<file path="src/design/tpsd_pkg.sv">
// ----------------------------------------------------------------------------
// tpsd_pkg
// shared types, codes and tables of the typed packet stream deframer
// ----------------------------------------------------------------------------
`default_nettype none

package tpsd_pkg;

    localparam int POSITION_BITS_DEF = 32;
    localparam int QUEUE_DEPTH       = 4;
    localparam int OFFSET_BITS       = 32;
    localparam int LENGTH_BITS       = 17;
    localparam int COUNT_BITS        = 32;
    localparam int INDEX_BITS        = 17;
    localparam int OUT_DATA_BITS     = 96;
    localparam int OUT_USED_BITS     = 92;

    localparam logic        START_MODE_RESET   = 1'b1;
    localparam logic [15:0] RESYNC_LIMIT_RESET = 16'd500;

    // configuration register indexes
    localparam logic CFG_START_MODE   = 1'b0;
    localparam logic CFG_RESYNC_LIMIT = 1'b1;

    // packet types with a length field
    localparam logic [7:0] TYPE_LEN16_A = 8'h07;
    localparam logic [7:0] TYPE_LEN16_B = 8'h08;
    localparam logic [7:0] TYPE_LEN8_A  = 8'h17;
    localparam logic [7:0] TYPE_LEN8_B  = 8'h05;

    localparam logic [16:0] IDX_LEN16_LO = 17'd17;
    localparam logic [16:0] IDX_LEN16_HI = 17'd18;
    localparam logic [16:0] IDX_LEN8_A   = 17'd9;
    localparam logic [16:0] IDX_LEN8_B   = 17'd47;

    localparam logic [7:0] MARKER_FIRST = 8'h2C;
    localparam logic [2:0] MARKER_LEN   = 3'd6;

    typedef enum logic [1:0] {
        PH_SEARCH,
        PH_PACKET,
        PH_STOPPED
    } phase_t;

    typedef enum logic [1:0] {
        ST_CLEAN,
        ST_TRUNC,
        ST_STOPPED,
        ST_NO_MARKER
    } status_t;

    // one queue entry: what a single byte caused
    typedef struct packed {
        logic                   has_desc;
        logic                   has_sum;
        logic                   truncated;
        status_t                status;
        logic [OFFSET_BITS-1:0] offset;
        logic [7:0]             ptype;
        logic [LENGTH_BITS-1:0] length;
        logic [COUNT_BITS-1:0]  total;
    } event_t;

    // one result beat
    typedef struct packed {
        logic                   kind;
        logic                   last;
        status_t                status;
        logic [COUNT_BITS-1:0]  total;
        logic                   truncated;
        logic [LENGTH_BITS-1:0] length;
        logic [7:0]             ptype;
        logic [OFFSET_BITS-1:0] offset;
    } beat_t;

    typedef struct packed {
        logic full;
        logic empty;
    } queue_status_t;

    function automatic logic [7:0] marker_byte(input logic [2:0] idx);
        logic [7:0] val;
        unique case (idx)
            3'd0:    val = MARKER_FIRST;
            3'd1:    val = 8'h01;
            3'd2:    val = 8'h01;
            default: val = 8'h00;
        endcase
        return val;
    endfunction

    // base length per type, zero for an unknown type
    function automatic logic [7:0] base_length(input logic [7:0] t);
        logic [7:0] val;
        unique case (t)
            8'h03:   val = 8'd24;
            8'h04:   val = 8'd16;
            8'h05:   val = 8'd54;
            8'h07:   val = 8'd24;
            8'h08:   val = 8'd24;
            8'h0A:   val = 8'd61;
            8'h0E:   val = 8'd4;
            8'h0C:   val = 8'd3;
            8'h12:   val = 8'd16;
            8'h13:   val = 8'd16;
            8'h14:   val = 8'd4;
            8'h15:   val = 8'd44;
            8'h16:   val = 8'd52;
            8'h17:   val = 8'd16;
            8'h18:   val = 8'd16;
            8'h19:   val = 8'd16;
            8'h1B:   val = 8'd16;
            8'h1C:   val = 8'd20;
            8'h1D:   val = 8'd21;
            8'h1E:   val = 8'd160;
            8'h20:   val = 8'd4;
            8'h31:   val = 8'd4;
            default: val = 8'd0;
        endcase
        return val;
    endfunction

endpackage

`default_nettype wire

</file>
<file path="src/design/tpsd_front.sv">
// ----------------------------------------------------------------------------
// tpsd_front
// byte parser: marker search, packet framing, event classification
// ----------------------------------------------------------------------------
`default_nettype none

module tpsd_front #(
    parameter int POSITION_BITS = tpsd_pkg::POSITION_BITS_DEF
) (
    input  wire logic            clk,
    input  wire logic            rst_n,
    input  wire logic            start_mode,
    input  wire logic [15:0]     resync_limit,
    input  wire logic            in_fire,
    input  wire logic [7:0]      in_byte,
    input  wire logic            in_eos,
    output tpsd_pkg::event_t     evt,
    output logic                 evt_push
);
    import tpsd_pkg::*;

    phase_t                   phase_reg, phase_next, phase_upd, phase_eff;
    logic [2:0]               mp_reg, mp_next, mp_upd;
    logic [POSITION_BITS-1:0] pos_reg, pos_next;
    logic [POSITION_BITS-1:0] ps_reg, ps_next, ps_upd;
    logic [INDEX_BITS-1:0]    bi_reg, bi_next, bi_upd;
    logic [7:0]               ct_reg, ct_next, ct_upd;
    logic [LENGTH_BITS-1:0]   exp_reg, exp_next, exp_upd;
    logic [COUNT_BITS-1:0]    ec_reg, ec_next, ec_upd;

    logic                     stream_start;
    logic [2:0]               mp_inc;
    logic                     marker_done;
    logic [7:0]               base;
    logic                     bad_type;
    logic                     resync_ok;
    logic                     len16, len8_a, len8_b;
    logic [LENGTH_BITS-1:0]   addend;
    logic [LENGTH_BITS-1:0]   exp_sum;
    logic [INDEX_BITS-1:0]    bi_inc;
    logic                     complete_hit;
    logic                     trunc_hit;
    logic                     has_desc;
    status_t                  status;
    logic [OFFSET_BITS-1:0]   start_lo;

    // a fresh stream samples the start mode on its first byte
    assign stream_start = (pos_reg == '0) && (phase_reg == PH_SEARCH) && (mp_reg == 3'd0)
                          && (bi_reg == '0) && (ec_reg == '0);
    assign phase_eff    = stream_start ? (start_mode ? PH_SEARCH : PH_PACKET) : phase_reg;

    assign mp_inc      = (in_byte == marker_byte(mp_reg)) ? mp_reg + 3'd1
                         : ((in_byte == MARKER_FIRST) ? 3'd1 : 3'd0);
    assign marker_done = (mp_inc >= MARKER_LEN);

    assign base      = base_length(in_byte);
    assign bad_type  = (base == 8'd0);
    assign resync_ok = (ec_reg < {{(COUNT_BITS-16){1'b0}}, resync_limit});

    assign len16  = (ct_reg == TYPE_LEN16_A) || (ct_reg == TYPE_LEN16_B);
    assign len8_a = (ct_reg == TYPE_LEN8_A);
    assign len8_b = (ct_reg == TYPE_LEN8_B);

    always_comb
    begin
        addend = '0;
        priority if (len16 && bi_reg == IDX_LEN16_LO)
            addend = {{(LENGTH_BITS-8){1'b0}}, in_byte};
        else if (len16 && bi_reg == IDX_LEN16_HI)
            addend = {{(LENGTH_BITS-16){1'b0}}, in_byte, 8'h00};
        else if (len8_a && bi_reg == IDX_LEN8_A)
            addend = {{(LENGTH_BITS-8){1'b0}}, in_byte};
        else if (len8_b && bi_reg == IDX_LEN8_B)
            addend = {{(LENGTH_BITS-8){1'b0}}, in_byte};
        else
            addend = '0;
    end

    assign exp_sum = exp_reg + addend;
    assign bi_inc  = bi_reg + 1'b1;

    // next phase
    always_comb
    begin
        phase_upd = phase_eff;
        unique case (phase_eff)
            PH_SEARCH:
            begin
                if (marker_done)
                    phase_upd = PH_PACKET;
            end
            PH_PACKET:
            begin
                if (bi_reg == 17'd1 && bad_type && !resync_ok)
                    phase_upd = PH_STOPPED;
            end
            PH_STOPPED:
            begin
                phase_upd = PH_STOPPED;
            end
        endcase
        phase_next = in_eos ? PH_SEARCH : phase_upd;
    end

    // framing datapath and event
    always_comb
    begin
        mp_upd       = mp_reg;
        ps_upd       = ps_reg;
        bi_upd       = bi_reg;
        ct_upd       = ct_reg;
        exp_upd      = exp_reg;
        complete_hit = 1'b0;
        unique case (phase_eff)
            PH_SEARCH:
            begin
                mp_upd = marker_done ? 3'd0 : mp_inc;
                if (marker_done)
                    bi_upd = '0;
            end
            PH_PACKET:
            begin
                priority if (bi_reg == '0)
                begin
                    ps_upd  = pos_reg;
                    bi_upd  = 17'd1;
                    exp_upd = '0;
                end
                else if (bi_reg == 17'd1)
                begin
                    if (bad_type)
                    begin
                        if (resync_ok)
                        begin
                            ps_upd = pos_reg;
                            bi_upd = 17'd1;
                        end
                        else
                            bi_upd = '0;
                    end
                    else
                    begin
                        ct_upd  = in_byte;
                        exp_upd = {{(LENGTH_BITS-8){1'b0}}, base};
                        bi_upd  = 17'd2;
                    end
                end
                else
                begin
                    exp_upd      = exp_sum;
                    complete_hit = (bi_inc >= exp_sum);
                    bi_upd       = complete_hit ? '0 : bi_inc;
                end
            end
            PH_STOPPED:
            begin
                bi_upd = bi_reg;
            end
        endcase

        trunc_hit = in_eos && (phase_upd == PH_PACKET) && (bi_upd >= 17'd2);
        has_desc  = complete_hit || trunc_hit;
        ec_upd    = (has_desc && ec_reg != '1) ? ec_reg + 1'b1 : ec_reg;

        priority if (phase_upd == PH_STOPPED)
            status = ST_STOPPED;
        else if (phase_upd == PH_SEARCH)
            status = ST_NO_MARKER;
        else if (bi_upd != '0)
            status = ST_TRUNC;
        else
            status = ST_CLEAN;

        evt.has_desc  = has_desc;
        evt.has_sum   = in_eos;
        evt.truncated = trunc_hit;
        evt.status    = status;
        evt.offset    = start_lo;
        evt.ptype     = ct_upd;
        evt.length    = exp_upd;
        evt.total     = ec_upd;

        // the final byte returns the stream to its reset state
        pos_next = in_eos ? '0 : pos_reg + 1'b1;
        mp_next  = in_eos ? 3'd0 : mp_upd;
        ps_next  = in_eos ? '0 : ps_upd;
        bi_next  = in_eos ? '0 : bi_upd;
        ct_next  = in_eos ? 8'd0 : ct_upd;
        exp_next = in_eos ? '0 : exp_upd;
        ec_next  = in_eos ? '0 : ec_upd;
    end

    assign evt_push = in_fire && (has_desc || in_eos);

    generate
        if (POSITION_BITS >= OFFSET_BITS)
        begin : g_off_cut
            assign start_lo = ps_reg[OFFSET_BITS-1:0];
        end
        else
        begin : g_off_ext
            assign start_lo = {{(OFFSET_BITS-POSITION_BITS){1'b0}}, ps_reg};
        end
    endgenerate

    always_ff @(posedge clk or negedge rst_n)
    begin
        if (!rst_n)
        begin
            phase_reg <= PH_SEARCH;
            mp_reg    <= 3'd0;
            pos_reg   <= '0;
            ps_reg    <= '0;
            bi_reg    <= '0;
            ct_reg    <= 8'd0;
            exp_reg   <= '0;
            ec_reg    <= '0;
        end
        else if (in_fire)
        begin
            phase_reg <= phase_next;
            mp_reg    <= mp_next;
            pos_reg   <= pos_next;
            ps_reg    <= ps_next;
            bi_reg    <= bi_next;
            ct_reg    <= ct_next;
            exp_reg   <= exp_next;
            ec_reg    <= ec_next;
        end
    end

endmodule

`default_nettype wire

</file>
<file path="src/design/tpsd_queue.sv">
// ----------------------------------------------------------------------------
// tpsd_queue
// short event queue between the parser and the result emitter
// ----------------------------------------------------------------------------
`default_nettype none

module tpsd_queue (
    input  wire logic                 clk,
    input  wire logic                 rst_n,
    input  wire logic                 push,
    input  tpsd_pkg::event_t          push_evt,
    input  wire logic                 pop,
    output tpsd_pkg::event_t          head,
    output tpsd_pkg::queue_status_t   qstat
);
    import tpsd_pkg::*;

    localparam int PTR_BITS = (QUEUE_DEPTH > 1) ? $clog2(QUEUE_DEPTH) : 1;
    localparam int CNT_BITS = $clog2(QUEUE_DEPTH + 1);
    localparam logic [PTR_BITS-1:0] PTR_LAST = PTR_BITS'(QUEUE_DEPTH - 1);
    localparam logic [CNT_BITS-1:0] CNT_FULL = CNT_BITS'(QUEUE_DEPTH);

    event_t              slots [QUEUE_DEPTH];
    logic [PTR_BITS-1:0] wr_ptr_reg, wr_ptr_next;
    logic [PTR_BITS-1:0] rd_ptr_reg, rd_ptr_next;
    logic [CNT_BITS-1:0] count_reg, count_next;
    logic                do_push, do_pop;

    assign qstat.full  = (count_reg == CNT_FULL);
    assign qstat.empty = (count_reg == '0);
    assign do_push     = push && !qstat.full;
    assign do_pop      = pop && !qstat.empty;
    assign head        = slots[rd_ptr_reg];

    always_comb
    begin
        wr_ptr_next = do_push ? ((wr_ptr_reg == PTR_LAST) ? '0 : wr_ptr_reg + 1'b1)
                              : wr_ptr_reg;
        rd_ptr_next = do_pop  ? ((rd_ptr_reg == PTR_LAST) ? '0 : rd_ptr_reg + 1'b1)
                              : rd_ptr_reg;
        count_next  = count_reg + CNT_BITS'(do_push) - CNT_BITS'(do_pop);
    end

    always_ff @(posedge clk or negedge rst_n)
    begin
        if (!rst_n)
        begin
            wr_ptr_reg <= '0;
            rd_ptr_reg <= '0;
            count_reg  <= '0;
        end
        else
        begin
            wr_ptr_reg <= wr_ptr_next;
            rd_ptr_reg <= rd_ptr_next;
            count_reg  <= count_next;
        end
    end

    always_ff @(posedge clk)
    begin
        if (do_push)
            slots[wr_ptr_reg] <= push_evt;
    end

endmodule

`default_nettype wire

</file>
<file path="src/design/tpsd_back.sv">
// ----------------------------------------------------------------------------
// tpsd_back
// result emitter: turns queued events into descriptor and summary beats
// ----------------------------------------------------------------------------
`default_nettype none

module tpsd_back (
    input  wire logic                 clk,
    input  wire logic                 rst_n,
    input  tpsd_pkg::event_t          head,
    input  tpsd_pkg::queue_status_t   qstat,
    output logic                      pop,
    input  wire logic                 out_ready,
    output logic                      out_valid,
    output tpsd_pkg::beat_t           out_beat
);
    import tpsd_pkg::*;

    logic  out_valid_reg;
    beat_t out_beat_reg;
    beat_t beat_next;
    logic  second_reg;
    logic  load, take, more, sum_beat;

    assign load     = !out_valid_reg || out_ready;
    assign take     = load && !qstat.empty;
    // descriptor first, then summary when one event holds both
    assign sum_beat = second_reg || !head.has_desc;
    assign more     = !second_reg && head.has_desc && head.has_sum;
    assign pop      = take && !more;

    always_comb
    begin
        beat_next.kind   = sum_beat;
        beat_next.last   = sum_beat;
        beat_next.total  = head.total;
        if (sum_beat)
        begin
            beat_next.status    = head.status;
            beat_next.truncated = (head.status == ST_TRUNC);
            beat_next.length    = '0;
            beat_next.ptype     = 8'd0;
            beat_next.offset    = '0;
        end
        else
        begin
            beat_next.status    = ST_CLEAN;
            beat_next.truncated = head.truncated;
            beat_next.length    = head.length;
            beat_next.ptype     = head.ptype;
            beat_next.offset    = head.offset;
        end
    end

    always_ff @(posedge clk or negedge rst_n)
    begin
        if (!rst_n)
        begin
            out_valid_reg <= 1'b0;
            second_reg    <= 1'b0;
        end
        else
        begin
            if (load)
                out_valid_reg <= !qstat.empty;
            if (take)
                second_reg <= more;
        end
    end

    always_ff @(posedge clk)
    begin
        if (take)
            out_beat_reg <= beat_next;
    end

    assign out_valid = out_valid_reg;
    assign out_beat  = out_beat_reg;

endmodule

`default_nettype wire

</file>
<file path="src/design/typed_packet_stream_deframer.sv">
// ----------------------------------------------------------------------------
// typed_packet_stream_deframer
// cuts a byte stream into typed packets and reports one descriptor per
// packet plus a closing summary per stream
// ----------------------------------------------------------------------------
//
//  channel   dir  handshake              payload
//  s_axis    in   s_axis_tvalid/tready   tdata: data_byte, tlast: end_of_stream
//  m_axis    out  m_axis_tvalid/tready   tdata: result fields, tuser: kind,
//                                        tlast: last
//  cfg       in   cfg_valid/cfg_ready    cfg_index, cfg_data
//
//  one byte per cycle; the parser updates all framing state in the cycle the
//  beat is taken, so nothing limits input rate but the event queue
//  a byte that ends a stream may make two result beats (descriptor then
//  summary); the emitter sends one beat per cycle, while m_axis_tready is
//  high, from a four-entry queue; s_axis_tready drops only while it is full
//  reset clears all stream state and loads start_mode 1, resync_limit 500
//  cfg_ready is always high; the user must write registers only while the
//  block is idle, which the block itself does not enforce
`default_nettype none

module typed_packet_stream_deframer #(
    parameter int POSITION_BITS = tpsd_pkg::POSITION_BITS_DEF
) (
    input  wire logic        clk,
    input  wire logic        rst_n,

    input  wire logic        s_axis_tvalid,
    output logic             s_axis_tready,
    input  wire logic [7:0]  s_axis_tdata,   // [7:0] data_byte
    input  wire logic        s_axis_tlast,   // end_of_stream

    output logic             m_axis_tvalid,
    input  wire logic        m_axis_tready,
    // [31:0] packet_offset, [39:32] packet_type, [56:40] total_length,
    // [57] truncated, [89:58] packet_total, [91:90] status, [95:92] zero
    output logic [tpsd_pkg::OUT_DATA_BITS-1:0] m_axis_tdata,
    output logic             m_axis_tuser,   // [0] kind
    output logic             m_axis_tlast,   // last

    input  wire logic        cfg_valid,
    output logic             cfg_ready,
    input  wire logic        cfg_index,
    input  wire logic [15:0] cfg_data
);
    import tpsd_pkg::*;

    // configuration registers
    logic        start_mode_reg;
    logic [15:0] resync_limit_reg;

    logic          in_fire;
    event_t        evt;
    logic          evt_push;
    event_t        head;
    queue_status_t qstat;
    logic          pop;
    beat_t         out_beat;

    assign cfg_ready     = 1'b1;
    assign s_axis_tready = !qstat.full;
    assign in_fire       = s_axis_tvalid && s_axis_tready;

    always_ff @(posedge clk or negedge rst_n)
    begin
        if (!rst_n)
        begin
            start_mode_reg   <= START_MODE_RESET;
            resync_limit_reg <= RESYNC_LIMIT_RESET;
        end
        else if (cfg_valid && cfg_ready)
        begin
            unique case (cfg_index)
                CFG_START_MODE:   start_mode_reg   <= cfg_data[0];
                CFG_RESYNC_LIMIT: resync_limit_reg <= cfg_data;
            endcase
        end
    end

    // front: framing state machine, one event per byte that yields results
    tpsd_front #(
        .POSITION_BITS (POSITION_BITS)
    ) u_front (
        .clk          (clk),
        .rst_n        (rst_n),
        .start_mode   (start_mode_reg),
        .resync_limit (resync_limit_reg),
        .in_fire      (in_fire),
        .in_byte      (s_axis_tdata),
        .in_eos       (s_axis_tlast),
        .evt          (evt),
        .evt_push     (evt_push)
    );

    // queue decouples parser from output back-pressure
    tpsd_queue u_queue (
        .clk      (clk),
        .rst_n    (rst_n),
        .push     (evt_push),
        .push_evt (evt),
        .pop      (pop),
        .head     (head),
        .qstat    (qstat)
    );

    // back: splits events into beats and holds the output register
    tpsd_back u_back (
        .clk       (clk),
        .rst_n     (rst_n),
        .head      (head),
        .qstat     (qstat),
        .pop       (pop),
        .out_ready (m_axis_tready),
        .out_valid (m_axis_tvalid),
        .out_beat  (out_beat)
    );

    // pack result fields from the lowest bit up
    assign m_axis_tdata = {{(OUT_DATA_BITS-OUT_USED_BITS){1'b0}},
                           out_beat.status, out_beat.total, out_beat.truncated,
                           out_beat.length, out_beat.ptype, out_beat.offset};
    assign m_axis_tuser = out_beat.kind;
    assign m_axis_tlast = out_beat.last;

    // a summary beat is always the last one of its stream and vice versa
    a_last_is_summary : assert property (@(posedge clk) disable iff (!rst_n)
        m_axis_tvalid |-> (m_axis_tlast == m_axis_tuser))
        else $error("last flag and summary kind disagree");

    // summary truncated flag follows its status
    a_summary_trunc : assert property (@(posedge clk) disable iff (!rst_n)
        (m_axis_tvalid && m_axis_tuser) |->
            (m_axis_tdata[57] == (m_axis_tdata[91:90] == ST_TRUNC)))
        else $error("summary truncated flag does not match status");

    // descriptors carry a clean status
    a_desc_status : assert property (@(posedge clk) disable iff (!rst_n)
        (m_axis_tvalid && !m_axis_tuser) |-> (m_axis_tdata[91:90] == ST_CLEAN))
        else $error("descriptor beat carries a status code");

    // no event is lost at the queue input
    a_no_overflow : assert property (@(posedge clk) disable iff (!rst_n)
        evt_push |-> !qstat.full)
        else $error("event pushed into a full queue");

endmodule

`default_nettype wire
</file>
<file path="config.mk">
export PLATFORM = sky130hd
export DESIGN_NAME = typed_packet_stream_deframer
export DESIGN_NICKNAME = d
export VERILOG_FILES = /design/src/design/tpsd_pkg.sv /design/src/design/tpsd_front.sv /design/src/design/tpsd_queue.sv /design/src/design/tpsd_back.sv /design/src/design/typed_packet_stream_deframer.sv
export SDC_FILE = /design/constraint.sdc
export NUM_CORES = 1
export LEC_CHECK = 0
export BUFFER_PORTS_ARGS = -buffer_cell sky130_fd_sc_hd__buf_2
export CELL_PAD_IN_SITES_DETAIL_PLACEMENT = 0
export CELL_PAD_IN_SITES_GLOBAL_PLACEMENT = 1
export CORE_UTILIZATION = 52
export CTS_CLUSTER_SIZE = 8
export DETAILED_ROUTE_END_ITERATION = 10
export PLACE_DENSITY_LB_ADDON = 0.1
export SYNTH_ARGS = -nofsm -noshare
export SYNTH_HDL_FRONTEND = slang
export SYNTH_HIERARCHICAL = 1
export SYNTH_SLANG_ARGS = --single-unit
</file>
<file path="constraint.sdc">
create_clock -name clk -period 11.95 [get_ports clk]
set_input_delay 1.195 -clock clk [delete_from_list [all_inputs] [get_ports clk]]
set_output_delay 1.195 -clock clk [all_outputs]
set_load 0.01 [all_outputs]
</file>
==> flow_summary.json <==
{
  "cts_tree": "done",
  "async_flop_share_pct": 26.49,
  "cp_top_family": "simple AND/OR/NAND/NOR gates",
  "grt_pass1_vias": 17510,
  "fin_crit_sh_pct": 73.94,
  "drive_above_1_share_pct": 18.85,
  "slew_headroom_pct": 31.92,
  "cpMaxStageDelayCell": "and2_1",
  "ys_warn_count": 6,
  "core_um2": 54350,
  "path_class": "register to register",
  "port_buffers": 126,
  "ios": 132,
  "cts_root_buf": "clkbuf_16",
  "drt-met1-wl_mm": 29.04,
  "die_w_um": 237.6,
  "cp-end-kind": "register",
  "first_pass_iters": 5,
  "core.rowCount": 85,
  "worstMarginPinSlew_ns": 1.021,
  "grt_pass1_wl_mm": 103.2,
  "yosys-top-cells-count": "edfxtp_1, dfrtp_1, nand2_1",
  "slowest_delay_ns": 0.86,
  "worst_clock_skew_ns": 0.01820,
  "clock-sinks": 638,
  "p_sw_mw": 2.052,
  "grt_setup_unrepaired": "no",
  "post-cts-setup-buffers": 0,
  "cts-buffers-inserted": 89,
  "grt.total_usage_pct": 23.99,
  "power.share.combinational_pct": 23.9,
  "path_clk_slew_ns": 0.05,
  "routedWlPerCell_um": 22.05,
  "syn_avg_cell_area_um2": 14.23,
  "antenna_cells": 0,
  "wl_met2_mm": 32.24,
  "synth_edf_count": 469,
  "status": "finished, final reports clean",
  "vias": 17390,
  "nets": 2270,
  "synth_area_leader_cell": "edfxtp_1",
  "pre_cts_ws_ns": 3.234,
  "fin_util_pct": 60.02,
  "htree_levels": 3,
  "dieArea_um2": 56450,
  "clkPwrFrac_pct": 33.4,
  "final_hold_viol_count": 0,
  "netlist_instances": 2028,
  "finalSetupViolCount": 0,
  "wl_mm": 65.52,
  "arrival_ns": 9.06,
  "min_path_type": "register to register",
  "initial_core_util_pct": 53.11,
  "min_path_cells": 0,
  "area_delta_synth_final_pct": 13.01,
  "cp.required_ns": 12.18,
  "crit_cells": 25,
  "power_density_nw_per_um2": 213.5,
  "grt_max_degree": 70,
  "yosysSeqAreaShare_pct": 63.48,
  "synth_area_um2": 28860,
  "wl_met3_mm": 2.756,
  "fin_crit_ns": 8.835,
  "antenna_found_initial": 0,
  "p_leak_nw": 12.71,
  "detail_route.iter0.violations": 1088,
  "place.gp.congestion": 0.8661,
  "multi_input_area_um2": 9597,
  "cts_hold_buffers": 0,
  "synth_cell_types": 97,
  "synth.most_common_cell": "edfxtp_1",
  "p_sw_share_pct": 29.47,
  "clk_latency_ns": 0.62,
  "gr-total-overflow": 0,
  "peakVddDrop_mv": 0.1310,
  "routed_via_density": 5.851,
  "drc": 0,
  "die_h_um": 237.6,
  "seqCellArea_um2": 18330,
  "cp_common_cell": "a21oi_1",
  "critical_path.max_fanout": 59,
  "power.total_mw": 6.964,
  "cell_internal_pwr_mw": 4.912,
  "slew_violations": 0,
  "power_frac_seq_pct": 42.7,
  "fin_ws_ns": 3.115,
  "finalSetupTns_ns": 0,
  "cap_violations": 0,
  "yosysTopAreaCellShare_pct": 48.79,
  "largest_reg_flops": 376,
  "num-fill-cells": 4203,
  "crit_path_start_kind": "register",
  "r2r_cells": 25,
  "crit_buf_inv": 2,
  "synth-seq-cells": 638,
  "top_layer": "met4",
  "synth_top_flop_cell": "edfxtp_1",
  "cts-resized-gates": 0,
  "max_freq_ghz": 0.1132,
  "dp_hpwl_mm": 41.88,
  "clockBufferDepth": 3,
  "final_antenna_net_count": 0,
  "ys_top_cells_by_area": "edfxtp_1, dfrtp_1, mux4_2"
}
power groups by stage:
stage | Combinational (mW) | Sequential, mW | Clock, mW
finish | 1.67 | 2.97 | 2.32
global route | 1.81 | 3.01 | 2.47
CTS | 1.70 | 2.98 | 2.38
detailed placement | 1.69 | 3.02 | 0
global placement | 1.68 | 3.00 | 0
floorplan | 1.12 | 3.05 | 0
final timing paths:
path	startpoint	end	slack (ns)
setup / recovery	u_front/bi_reg[8]	u_queue/slots[2][63]	3.11
hold / removal	u_front/ps_reg[20]	u_queue/slots[0][77]	0.50
setup reg to reg	u_front/bi_reg[8]	u_queue/slots[2][63]	3.11
hold reg to reg	u_front/ps_reg[20]	u_queue/slots[0][77]	0.50
max in group asynchronous	rst_n	u_front/bi_reg[2]	9.39
min in group asynchronous	rst_n	u_back/out_valid	0.53
per-layer routing:
metal,track usage (%),vias to the layer above
li1,-,7955
met1,32.96,8902
met3,3.542,95
met2,39.59,438
met4,7.664,0
met5,0,-
logic make-up (layout without fill, tap and decap cells):
kind of cell | Yosys count | in the layout | synth area share (%)
buf+inv | 208 | 410 | 3.399
simple gates | 559 | 559 | 10.22
mux | 133 | 133 | 8.965
other cells | 2 | 5 | 0.02602
compound gates | 322 | 322 | 7.786
xor+xnor | 86 | 86 | 2.610
fa+ha+maj | 80 | 80 | 3.520
flops | 638 | 638 | 63.48
per-stage QoR:
step / std cells / hold WS (ns) / cell area (um^2)
6_report: 2972 / 0.5023 / 32620
5_1_grt: 2972 / 0.5169 / 32620
4_1_cts: 2972 / 0.5088 / 32620
3_5_place_dp: 2807 / 0.4979 / 30020
3_3_place_gp: 2807 / 0.4821 / 30020
2_1_floorplan: 2031 / 0.4692 / 28870
cells in the final DEF, fill, tap and decap left out, types with 34 or more instances in the layout:
cell       Yosys  routed
inv_1         93      92
buf_2         16     125
nand3_1       77      77
dfrtp_1      162     160
xnor2_1       44      44
o21ai_0       82      82
ha_1          78      78
nand2_1      119     119
mux4_2        94      94
clkbuf_16      0      90
and2_1        81      77
xor2_1        42      42
a21oi_1       49      49
clkbuf_1      65      70
nor2_1        89      87
a22o_1        34      34
edfxtp_1     469     469
area by class of cell:
type	instances	area share, %
sequential	638	56.19
multi-input combinational	1185	29.42
clock buffer	160	7.710
tap	739	2.835
timing repair buffer	150	2.505
inverter	95	1.093
clock inverter	5	0.2455
(Power assumes the default switching activity.)
